`config.mk`:
```
export PLATFORM = sky130hd
export DESIGN_NAME = uart_command_frame_parser
export DESIGN_NICKNAME = d
export VERILOG_FILES = /design/src/ucfp_pkg.sv /design/src/uart_command_frame_parser.sv
export SDC_FILE = /design/constraint.sdc
export NUM_CORES = 1
export LEC_CHECK = 0
export BUFFER_PORTS_ARGS = -buffer_cell sky130_fd_sc_hd__buf_4
export CAP_MARGIN = 20
export CORE_MARGIN = 3
export CORE_UTILIZATION = 55
export CTS_BUF_LIST = sky130_fd_sc_hd__clkbuf_16
export CTS_CLUSTER_DIAMETER = 30
export CTS_CLUSTER_SIZE = 25
export DETAILED_ROUTE_END_ITERATION = 16
export MAX_ROUTING_LAYER = met4
export PLACE_DENSITY = 0.83
export SYNTH_ARGS = -nofsm -noshare
export SYNTH_HDL_FRONTEND = slang
export SYNTH_SLANG_ARGS = --single-unit
```
`constraint.sdc`:
```
create_clock -name clk -period 12.9 [get_ports clk]
set_input_delay 3.225 -clock clk [delete_from_list [all_inputs] [get_ports clk]]
set_output_delay 3.225 -clock clk [all_outputs]
set_load 0.01 [all_outputs]
```
`src/ucfp_pkg.sv`:
```
// Shared types and constants for the UART command frame parser.
// No dependencies.
package ucfp_pkg;

  // Result event codes
  typedef enum logic [2:0] {
    EV_JAM      = 3'd0,
    EV_CHAR     = 3'd1,
    EV_LITERAL  = 3'd2,
    EV_POINTER  = 3'd3,
    EV_DATAPATH = 3'd4,
    EV_TRIGGER  = 3'd5,
    EV_BADTYPE  = 3'd6,
    EV_EMPTY    = 3'd7
  } event_t;

  // Frame type bytes
  localparam logic [7:0] TYPE_JAM      = 8'd0;
  localparam logic [7:0] TYPE_CHAR     = 8'd1;
  localparam logic [7:0] TYPE_LITERAL  = 8'd2;
  localparam logic [7:0] TYPE_POINTER  = 8'd3;
  localparam logic [7:0] TYPE_DATAPATH = 8'd4;
  localparam logic [7:0] TYPE_TRIGGER  = 8'd5;

  // Framing constants
  localparam logic [7:0] PTR_LEN_EXPECTED  = 8'd10;
  localparam logic [7:0] CHAR_LEN_OVERHEAD = 8'd2;
  localparam logic [2:0] PTR_LAST_INDEX    = 3'd7;

endpackage

```
`src/uart_command_frame_parser.sv`:
```
// The result is registered: it is presented in the cycle after the byte that causes it is accepted.
// Throughput: one byte per cycle; the single result register frees in the cycle it is taken,
// so rx_ready only drops while a result waits and res_ready is low.
// Reset (rst, synchronous, active high): parser returns to expecting a type byte,
// counters and accumulators clear, and no result is held.
// Depends on ucfp_pkg.
module uart_command_frame_parser (
  input  logic                clk,
  input  logic                rst,
  input  logic                rx_valid,
  output logic                rx_ready,
  input  logic [7:0]          rx_byte,
  output logic                res_valid,
  input  logic                res_ready,
  output ucfp_pkg::event_t    event_res,
  output logic [7:0]          char_data,
  output logic [31:0]         address,
  output logic [31:0]         pointer_length,
  output logic                length_error,
  output logic                last
);
  import ucfp_pkg::*;

  typedef enum logic [2:0] {
    PH_TYPE,
    PH_CHAR_LEN,
    PH_CHAR,
    PH_PTR_LEN,
    PH_PTR_WORD
  } phase_t;

  phase_t      phase, phase_next;
  logic [7:0]  remaining, remaining_next;
  logic [2:0]  word_byte_index, word_byte_index_next;
  logic [31:0] address_acc, address_acc_next;
  logic [31:0] length_acc, length_acc_next;
  logic        length_err_flag, length_err_flag_next;

  logic        rx_fire;
  logic        emit;
  event_t      ev;
  logic [7:0]  ch;
  logic [31:0] placed;
  logic        is_last;

  // Accept a byte whenever the result register is empty or being drained
  assign rx_ready = !res_valid || res_ready;
  assign rx_fire  = rx_valid && rx_ready;

  // Place the incoming byte at its lane within the current word
  always_comb begin
    case (word_byte_index[1:0])
      2'd0:    placed = {24'd0, rx_byte};
      2'd1:    placed = {16'd0, rx_byte, 8'd0};
      2'd2:    placed = {8'd0, rx_byte, 16'd0};
      default: placed = {rx_byte, 24'd0};
    endcase
  end

  // Next state and result for one accepted byte
  always_comb begin
    phase_next           = phase;
    remaining_next       = remaining;
    word_byte_index_next = word_byte_index;
    address_acc_next     = address_acc;
    length_acc_next      = length_acc;
    length_err_flag_next = length_err_flag;
    emit    = 1'b0;
    ev      = EV_JAM;
    ch      = 8'd0;
    is_last = 1'b1;

    case (phase)
      PH_CHAR_LEN: begin
        if (rx_byte <= CHAR_LEN_OVERHEAD) begin
          phase_next = PH_TYPE;
          emit       = 1'b1;
          ev         = EV_EMPTY;
        end else begin
          remaining_next = rx_byte - CHAR_LEN_OVERHEAD;
          phase_next     = PH_CHAR;
        end
      end
      PH_CHAR: begin
        remaining_next = remaining - 8'd1;
        is_last        = (remaining_next == 8'd0);
        if (is_last) begin
          phase_next = PH_TYPE;
        end
        emit = 1'b1;
        ev   = EV_CHAR;
        ch   = rx_byte;
      end
      PH_PTR_LEN: begin
        length_err_flag_next = (rx_byte != PTR_LEN_EXPECTED);
        word_byte_index_next = 3'd0;
        address_acc_next     = 32'd0;
        length_acc_next      = 32'd0;
        phase_next           = PH_PTR_WORD;
      end
      PH_PTR_WORD: begin
        if (!word_byte_index[2]) begin
          address_acc_next = address_acc | placed;
        end else begin
          length_acc_next = length_acc | placed;
        end
        if (word_byte_index == PTR_LAST_INDEX) begin
          word_byte_index_next = 3'd0;
          phase_next           = PH_TYPE;
          emit                 = 1'b1;
          ev                   = EV_POINTER;
        end else begin
          word_byte_index_next = word_byte_index + 3'd1;
        end
      end
      default: begin
        phase_next = PH_TYPE;
        emit       = 1'b1;
        case (rx_byte)
          TYPE_JAM:      ev = EV_JAM;
          TYPE_CHAR: begin
            emit       = 1'b0;
            phase_next = PH_CHAR_LEN;
          end
          TYPE_LITERAL:  ev = EV_LITERAL;
          TYPE_POINTER: begin
            emit       = 1'b0;
            phase_next = PH_PTR_LEN;
          end
          TYPE_DATAPATH: ev = EV_DATAPATH;
          TYPE_TRIGGER:  ev = EV_TRIGGER;
          default:       ev = EV_BADTYPE;
        endcase
      end
    endcase
  end

  // Hold parser state and the result register
  always_ff @(posedge clk) begin
    if (rst) begin
      phase           <= PH_TYPE;
      remaining       <= 8'd0;
      word_byte_index <= 3'd0;
      address_acc     <= 32'd0;
      length_acc      <= 32'd0;
      length_err_flag <= 1'b0;
      res_valid       <= 1'b0;
    end else begin
      // Drop the result once taken; a new one may replace it in the same cycle
      if (rx_fire && emit) begin
        res_valid <= 1'b1;
      end else if (res_ready) begin
        res_valid <= 1'b0;
      end
      if (rx_fire) begin
        phase           <= phase_next;
        remaining       <= remaining_next;
        word_byte_index <= word_byte_index_next;
        address_acc     <= address_acc_next;
        length_acc      <= length_acc_next;
        length_err_flag <= length_err_flag_next;
        if (emit) begin
          event_res      <= ev;
          char_data      <= ch;
          address        <= (ev == EV_POINTER) ? address_acc_next : 32'd0;
          pointer_length <= (ev == EV_POINTER) ? length_acc_next : 32'd0;
          length_error   <= (ev == EV_POINTER) ? length_err_flag : 1'b0;
          last           <= is_last;
        end
      end
    end
  end

`ifndef SYNTHESIS
  // Word byte counter only moves inside a pointer frame
  assert property (@(posedge clk) disable iff (rst)
    phase != PH_PTR_WORD |-> word_byte_index == 3'd0)
    else $error("word byte index nonzero outside pointer words");

  // A message in progress always has characters left
  assert property (@(posedge clk) disable iff (rst)
    phase == PH_CHAR |-> remaining != 8'd0)
    else $error("character phase with no characters remaining");

  // The final character of a message returns the parser to the type byte
  assert property (@(posedge clk) disable iff (rst)
    rx_fire && phase == PH_CHAR && remaining == 8'd1 |=> phase == PH_TYPE)
    else $error("parser did not return to type byte after last character");

  // Length error only ever accompanies a pointer result
  assert property (@(posedge clk) disable iff (rst)
    res_valid && length_error |-> event_res == EV_POINTER)
    else $error("length error on a non-pointer result");

  // Every result that is not a character is marked last
  assert property (@(posedge clk) disable iff (rst)
    res_valid && event_res != EV_CHAR |-> last)
    else $error("non-character result not marked last");
`endif

endmodule

```
# After elaboration in Yosys (flattened, before gate mapping)
# Cells that the tools add are included.
# word_totals
ff_bits	157
inputBits	12
# op_classes
mux	24
eq_ne	17
n_reduce_logical	17
bitwise_logic	3
add_sub_neg	3
order_cmp	1
# ops
operator	n
$pmux W32 S2	2
$pmux W32 S3	1
$mux W32	2
$or A32 B32 Y32	2
$pmux W3 S4	3
$eq A8 B2 Y1 const B	2
$eq A8 B3 Y1 const B	2
$logic_not A8 Y1	2
$pmux W8 S2	1
$mux W3	4
$eq A3 B2 Y1 const B	3
$reduce_and A3 Y1	3
$eq A8 B1 Y1 const B	1
$le A8 B2 Y1 const B	1
$mux W8	1
$ne A8 B4 Y1 const B	1
$sub A8 B1 Y8 const B	1
$sub A8 B2 Y8 const B	1
$eq A3 B3 Y1 const B	2
$ne A2 B2 Y1 const B	3
$pmux W3 S2	1
$reduce_bool A2 Y1	3
$mux W1	5
$mux W2	2
other kinds (14)	16

# Longest topological paths before layout
# Gate-level depths: netlist (run 1).
# logic_depth
word_depth	6
depth_mapped	8
mapped_depth_nobuf	7

# Least setup slack after synthesis (run 1)
# Ideal clock, no wire load.
# synth_timing
path_type	input to register
startpoint	input rx_byte[6]
endpoint	register address[0] (enable)
arrival_ns	9.349
setup_slack_ns	2.944
required_ns	12.293
stages	5
n_path_buf	0
cell_sequence	nor4_1 > a31oi_1 > nor2_1 > nor2_1 > nor3_1
# synth_between
elab_chain_cells	5
elab_cells_between_ends	8
cone_classes	order compare: 1; eq/ne: 2; mux: 3; reduce/logical: 2
# synth_lines
item	line	rtl
start: declaration	uart_command_frame_parser.sv:12	input logic [7:0] rx_byte,
parallel branches: the longest is 3 deep, another holds $le A8 B2 Y1	-	
$pmux W1 S4 (*)	uart_command_frame_parser.sv:73	case (phase)
$reduce_and A3 Y1 (no line) (*)	-	
end signal: assignment	uart_command_frame_parser.sv:165	address <= (ev == EV_POINTER) ? address_acc_next : 32'd0;
end: declaration	uart_command_frame_parser.sv:17	output logic [31:0] address,
# Mark *: on every way between the ends.
# A chain may end at the register's enable or synchronous reset.

# Final worst setup path (run 1)
# layout_timing
startpoint	input res_ready
endpoint	output rx_ready
# layout_between
elab_chain_cells	1
# layout_lines
item	line	rtl
start: declaration	uart_command_frame_parser.sv:14	input logic res_ready,
$logic_or A1 B1 Y1	uart_command_frame_parser.sv:47	assign rx_ready = !res_valid || res_ready;
end: declaration	uart_command_frame_parser.sv:11	output logic rx_ready,
# Every way passes these cells.

==> results of run 1 <==
[logic make-up after synthesis]
group / after synthesis
adders and majority gates: 9
muxes: 3
xor gates and xnor gates: 7
and+or+nand+nor: 240
buffers and inverters: 62
AOI/OAI and AO/OA: 186
DFF: 157
[worst max-delay path, cell delays in order]
cell and delay, ns:
buf_4 0.11, nand2b_1 0.26, buf_4 0.21
[layer usage]
metal	GRT usage, %	wire, um	part of all wire [%]
met5	-	0	0
met3	5.55	1230	7.9
met2	39.3	7610	49
met1	31.9	6300	40
met4	11.1	454	2.9
[per-stage QoR]
| step | util (%) | setup WS (ns) | cells |
|---|---|---|---|
| detailed placement | 62.4 | 5.89 | 849 |
| CTS | 67.1 | 5.89 | 880 |
| global route | 67.5 | 5.85 | 882 |
| global placement | 62.4 | 5.92 | 849 |
| floorplan | - | 2.94 | 664 |
| finish | 67.5 | 5.87 | 882 |
[sequential cells by signal (all words and copies together), names as in the netlist]
signal / flops
word_byte_index: 3
event_res: 3
length_acc: 32
pointer_length: 32
phase: 3
length_error: 1
length_err_flag: 1
res_valid: 1
remaining: 8
char_data: 8
address_acc: 32
address: 32
last: 1
[synthesized netlist by cell type (4+ instances only)]
library cell and n:
nand2b_1 8, and2_1 10, clkbuf_1 27, nand2_1 17, o21ai_1 6, nor3_1 8, and3_1 9, edfxtp_1 77
inv_1 10, ha_1 9, a21oi_1 143, dfxtp_1 80, nor4_1 5, o21ai_0 7, nor2_1 163, buf_2 21
a211o_1 6, xor2_1 4
[worst min-delay path by stage]
stage	cells after the start	to	startpoint
after global routing	2	length_acc[10]	length_acc[10]
after floorplan	2	address_acc[0]	address_acc[0]
after detailed placement	2	length_acc[4]	length_acc[4]
after CTS	2	address_acc[14]	address_acc[14]
after global placement	2	address_acc[11]	address_acc[11]
final	2	address_acc[14]	address_acc[14]
[where the power goes]
| group | leakage (uW) | switching, uW | internal [uW] | total, uW |
|---|---|---|---|---|
| clock network | 0.000284 | 183 | 277 | 459 |
| logic | 0.00115 | 34.5 | 16.0 | 50.6 |
| registers | 0.00139 | 2.42 | 530 | 532 |
[cell type report]
type | count | area (sq um) | area share [%]
clock buffer | 17 | 425 | 5.50
clock inverter | 14 | 115 | 1.49
inverter | 10 | 37.5 | 0.485
multi-input combinational | 445 | 2320 | 30.0
sequential | 157 | 3910 | 50.6
tap | 143 | 179 | 2.31
timing repair buffer | 96 | 746 | 9.63
==> flow_summary.json, run 1 <==
{
  "outcome": "complete, no violations",
  "antenna_cells": 0,
  "hold_slack_ns": 0.466,
  "mostFrequentLayoutCells": "nor2_1, a21oi_1, buf_4, dfxtp_1, edfxtp_1",
  "io_buffers": 90,
  "synth_top_family_by_area": "simple AND/OR/NAND/NOR gates",
  "die_h_um": 115,
  "cts_buffers": 17,
  "fmax_mhz": 142,
  "required_ns": 9.68,
  "syn_nets": 685,
  "clkTransAtPathRegs_ns": 0.05,
  "yosysWarnings": 0,
  "synthCells": 664,
  "cap_violations": 0,
  "critPathLaunchType": "input port",
  "setup_viol": 0,
  "holdBufCountCts": 0,
  "syn_to_final_growth_pct": 19.1,
  "avgViaCountPerCell": 5.93,
  "synth.distinct_cells": 49,
  "design_area_sq_um": 7740,
  "fp.dieW_um": 115,
  "synth_seq_cells": 157,
  "final_common_cell": "nor2_1",
  "root_buffer": "clkbuf_16",
  "cp.arrival_ns": 3.81,
  "vias": 5231,
  "rows": 39,
  "track_usage_pct": 25.3,
  "synth_top_area_share_pct": 35.6,
  "cts.path.max_buffers": 2,
  "initialDrtViolationCount": 450,
  "hold_viol": 0,
  "synthSimpleGateAreaFrac_pct": 16.5,
  "dpl_cell_area_sq_um": 7160,
  "worst_slew_pin_slew_ns": 1.02,
  "nFillCells": 848,
  "cts_tree": "built",
  "grt_antenna_before_repair": 0,
  "muxShareOfSynthArea_pct": 0.462,
  "r2r_cells": 5,
  "netlist.top_cell.by_area": "edfxtp_1",
  "period_share_pct": 54.5,
  "clk-insertion-delay-late_ns": 0.42,
  "critPathMaxFanout": 10,
  "initial_core_util_pct": 56.7,
  "grt_pass1_wl_um": 24800,
  "grt_pass1_vias": 4931,
  "grt_max_degree": 65,
  "core_area_sq_um": 11500,
  "worstReg2RegStart": "phase[2]",
  "wl_per_cell_um": 17.7,
  "synth_compound_area_share_pct": 16.0,
  "synth_edf_count": 77,
  "tns_ns": 0,
  "synth_area_sq_um": 6500,
  "finalMaxSlewViolations": 0,
  "syn_area_per_cell_sq_um": 9.78,
  "cp-endpoint": "rx_ready",
  "fin_nets": 748,
  "reg2reg_slack_ns": 9.93,
  "cts.htree.levels": 4,
  "ir_drop_uv": 112,
  "drtAntennaViolNets": 0,
  "startpoint": "res_ready",
  "p_leak_uw": 0.00283,
  "io_pins": 91,
  "fin_crit_ns": 7.03,
  "path_class": "input port to output pin",
  "cts_resized": 0,
  "yosys.area_share.adder_pct": 1.73,
  "drc_errors": 0,
  "dp_hpwl_um": 9550,
  "power.density_nw_per_um2": 135,
  "grt.overflow.total": 0,
  "ys_seq_area_share_pct": 60.2,
  "reg2reg_to": "pointer_length[6]",
  "drive_above_1_share_pct": 17.9,
  "end_kind": "output pin",
  "synth_xor_area_share_pct": 0.944,
  "drt_wl_total_um": 15600,
  "clock-sinks": 157,
  "dieArea_sq_um": 13200,
  "synthTopCellsByArea": "edfxtp_1, dfxtp_1, a21oi_1",
  "rsz0062_at_grt": "false",
  "synthArstFlopShare_pct": 0,
  "fin_skew_ns": 0.00702,
  "power.total_uw": 1040,
  "relSlewSlack_pct": 31.4,
  "cts_setup_buffers": 0,
  "place.gp.congestion": 0.875,
  "firstDrtPassIters": 6,
  "synth-main-ff-cell": "dfxtp_1",
  "hp-class": "register to register"
}
No activity file was read; power rests on OpenSTA's default activity.
==> run 2, diff against run 1 <==
--- a/config.mk
+++ b/config.mk
@@ -8,13 +8,13 @@
 export BUFFER_PORTS_ARGS = -buffer_cell sky130_fd_sc_hd__buf_4
 export CAP_MARGIN = 20
 export CORE_MARGIN = 3
-export CORE_UTILIZATION = 55
+export CORE_UTILIZATION = 51
 export CTS_BUF_LIST = sky130_fd_sc_hd__clkbuf_16
 export CTS_CLUSTER_DIAMETER = 30
 export CTS_CLUSTER_SIZE = 25
 export DETAILED_ROUTE_END_ITERATION = 16
 export MAX_ROUTING_LAYER = met4
-export PLACE_DENSITY = 0.83
+export PLACE_DENSITY = 0.81
 export SYNTH_ARGS = -nofsm -noshare
 export SYNTH_HDL_FRONTEND = slang
 export SYNTH_SLANG_ARGS = --single-unit
==> constraint.sdc (replaced) <==
create_clock -name clk -period 6.2 [get_ports clk]
set_input_delay 1.55 -clock clk [delete_from_list [all_inputs] [get_ports clk]]
set_output_delay 1.55 -clock clk [all_outputs]
set_load 0.01 [all_outputs]
==> flow_summary.json, run 2 (same netlist as run 1, synthesis figures left out) <==
{
  "worst_path_largest_cell_delay_ns": 0.79,
  "clk-insertion-delay-late_ns": 0.43,
  "crit_chain": "buf_4 -> nor4_1 -> a31oi_1 -> nor2_1 -> nor2_1 -> nor3_4 -> buf_4",
  "antenna_cells": 0,
  "grt_antenna_before_repair": 0,
  "io_pins": 91,
  "p_leak_uw": 0.00282,
  "grt_max_degree": 78,
  "avgViaCountPerCell": 5.67,
  "syn_to_final_growth_pct": 19.2,
  "drc_errors": 0,
  "vias": 5141,
  "critPathMaxFanout": 77,
  "hold_start": "address_acc[13]",
  "reg2reg_to": "pointer_length[8]",
  "final_util_pct": 63.4,
  "nFillCells": 986,
  "cp-endpoint": "pointer_length[8]",
  "hp-class": "register to register",
  "startpoint": "rx_byte[6]",
  "hold_viol": 0,
  "power.total_uw": 2120,
  "cp.arrival_ns": 3.85,
  "fin_nets": 747,
  "fin_skew_ns": 0.0104,
  "placedCellCount": 873,
  "cts_resized": 0,
  "cts_tree": "built",
  "tns_ns": 0,
  "grt_pass1_vias": 4878,
  "place.gp.congestion": 0.841,
  "cts.path.max_buffers": 2,
  "clkTransAtPathRegs_ns": 0.06,
  "dp_hpwl_um": 9810,
  "period_share_pct": 61.4,
  "cap_violations": 0,
  "firstDrtPassIters": 6,
  "cts.htree.levels": 4,
  "root_buffer": "clkbuf_16",
  "initialDrtViolationCount": 536,
  "track_usage_pct": 22.8,
  "r2r_cells": 6,
  "mostFrequentLayoutCells": "nor2_1, a21oi_1, buf_4, dfxtp_1, edfxtp_1",
  "crit_slowest_cell": "buf_4",
  "relSlewSlack_pct": 32.4,
  "worstReg2RegStart": "phase[2]",
  "io_buffers": 90,
  "wl_per_cell_um": 17.1,
  "outcome": "complete, no violations",
  "reg2reg_slack_ns": 3.25,
  "setup_viol": 0,
  "drt_wl_total_um": 15500,
  "rsz0062_at_grt": "false",
  "dieArea_sq_um": 14100,
  "cts_buffers": 17,
  "drive_above_1_share_pct": 18.0,
  "core_area_sq_um": 12200,
  "ir_drop_uv": 137,
  "die_h_um": 119,
  "grt.overflow.total": 0,
  "rows": 40,
  "holdBufCountCts": 0,
  "worst_slew_pin_slew_ns": 1.01,
  "required_ns": 6.24,
  "end_kind": "register",
  "drtAntennaViolNets": 0,
  "path_class": "input port to register",
  "finalNonFillerCells": 907,
  "critPathLaunchType": "input port",
  "fp.dieW_um": 119,
  "fin_crit_ns": 3.81,
  "final_common_cell": "nor2_1",
  "fmax_mhz": 263,
  "hold_slack_ns": 0.466,
  "clock-sinks": 157,
  "finalMaxSlewViolations": 0,
  "grt_pass1_wl_um": 24600,
  "initial_core_util_pct": 53.2,
  "cts_setup_buffers": 0,
  "power.density_nw_per_um2": 274
}
[run 2: through the flow]
stage	area (sq um)	worst slack [ns]
finish	7740	2.39
detailed placement	7190	1.98
global placement	7190	2.15
CTS	7700	2.42
floorplan	6500	0.292
global route	7740	2.19
[run 2: critical path: cells and delay by family]
family | cells | cell delay, ns
AO/OA/AOI/OAI | 1 | 0.18
buffers and inverters | 2 | 0.97
AND/OR/NAND/NOR | 4 | 1.11
[run 2: layout make-up]
cell class	count	area (sq um)	area share, %
sequential	157	3910	50.5
multi-input combinational	445	2330	30.1
timing repair buffer	95	738	9.53
clock buffer	18	450	5.82
tap	168	210	2.71
clock inverter	14	65.1	0.840
inverter	10	37.5	0.485
[run 2: metal layers]
| metal | GRT usage [%] | part of all wire, % | vias up |
|---|---|---|---|
| li1 | - | - | 2443 |
| met1 | 27.4 | 40 | 2411 |
| met2 | 34.8 | 47 | 238 |
| met3 | 6.27 | 8.0 | 49 |
| met4 | 12.9 | 4.3 | 0 |
| met5 | - | 0 | - |
[run 2: where the power goes]
| group | internal, uW | switching [uW] |
|---|---|---|
| logic | 33.1 | 71.1 |
| registers | 1100 | 5.07 |
| clock network | 520 | 388 |
[run 2: how the worst min path moves through the flow]
stage,to,slack [ns],depth (start not counted)
2_1_floorplan,address_acc[0],0.44,2
3_3_place_gp,length_acc[2],0.45,2
3_5_place_dp,length_acc[8],0.45,2
4_1_cts,address_acc[13],0.47,2
5_1_grt,length_acc[3],0.49,2
6_report,address_acc[13],0.47,2
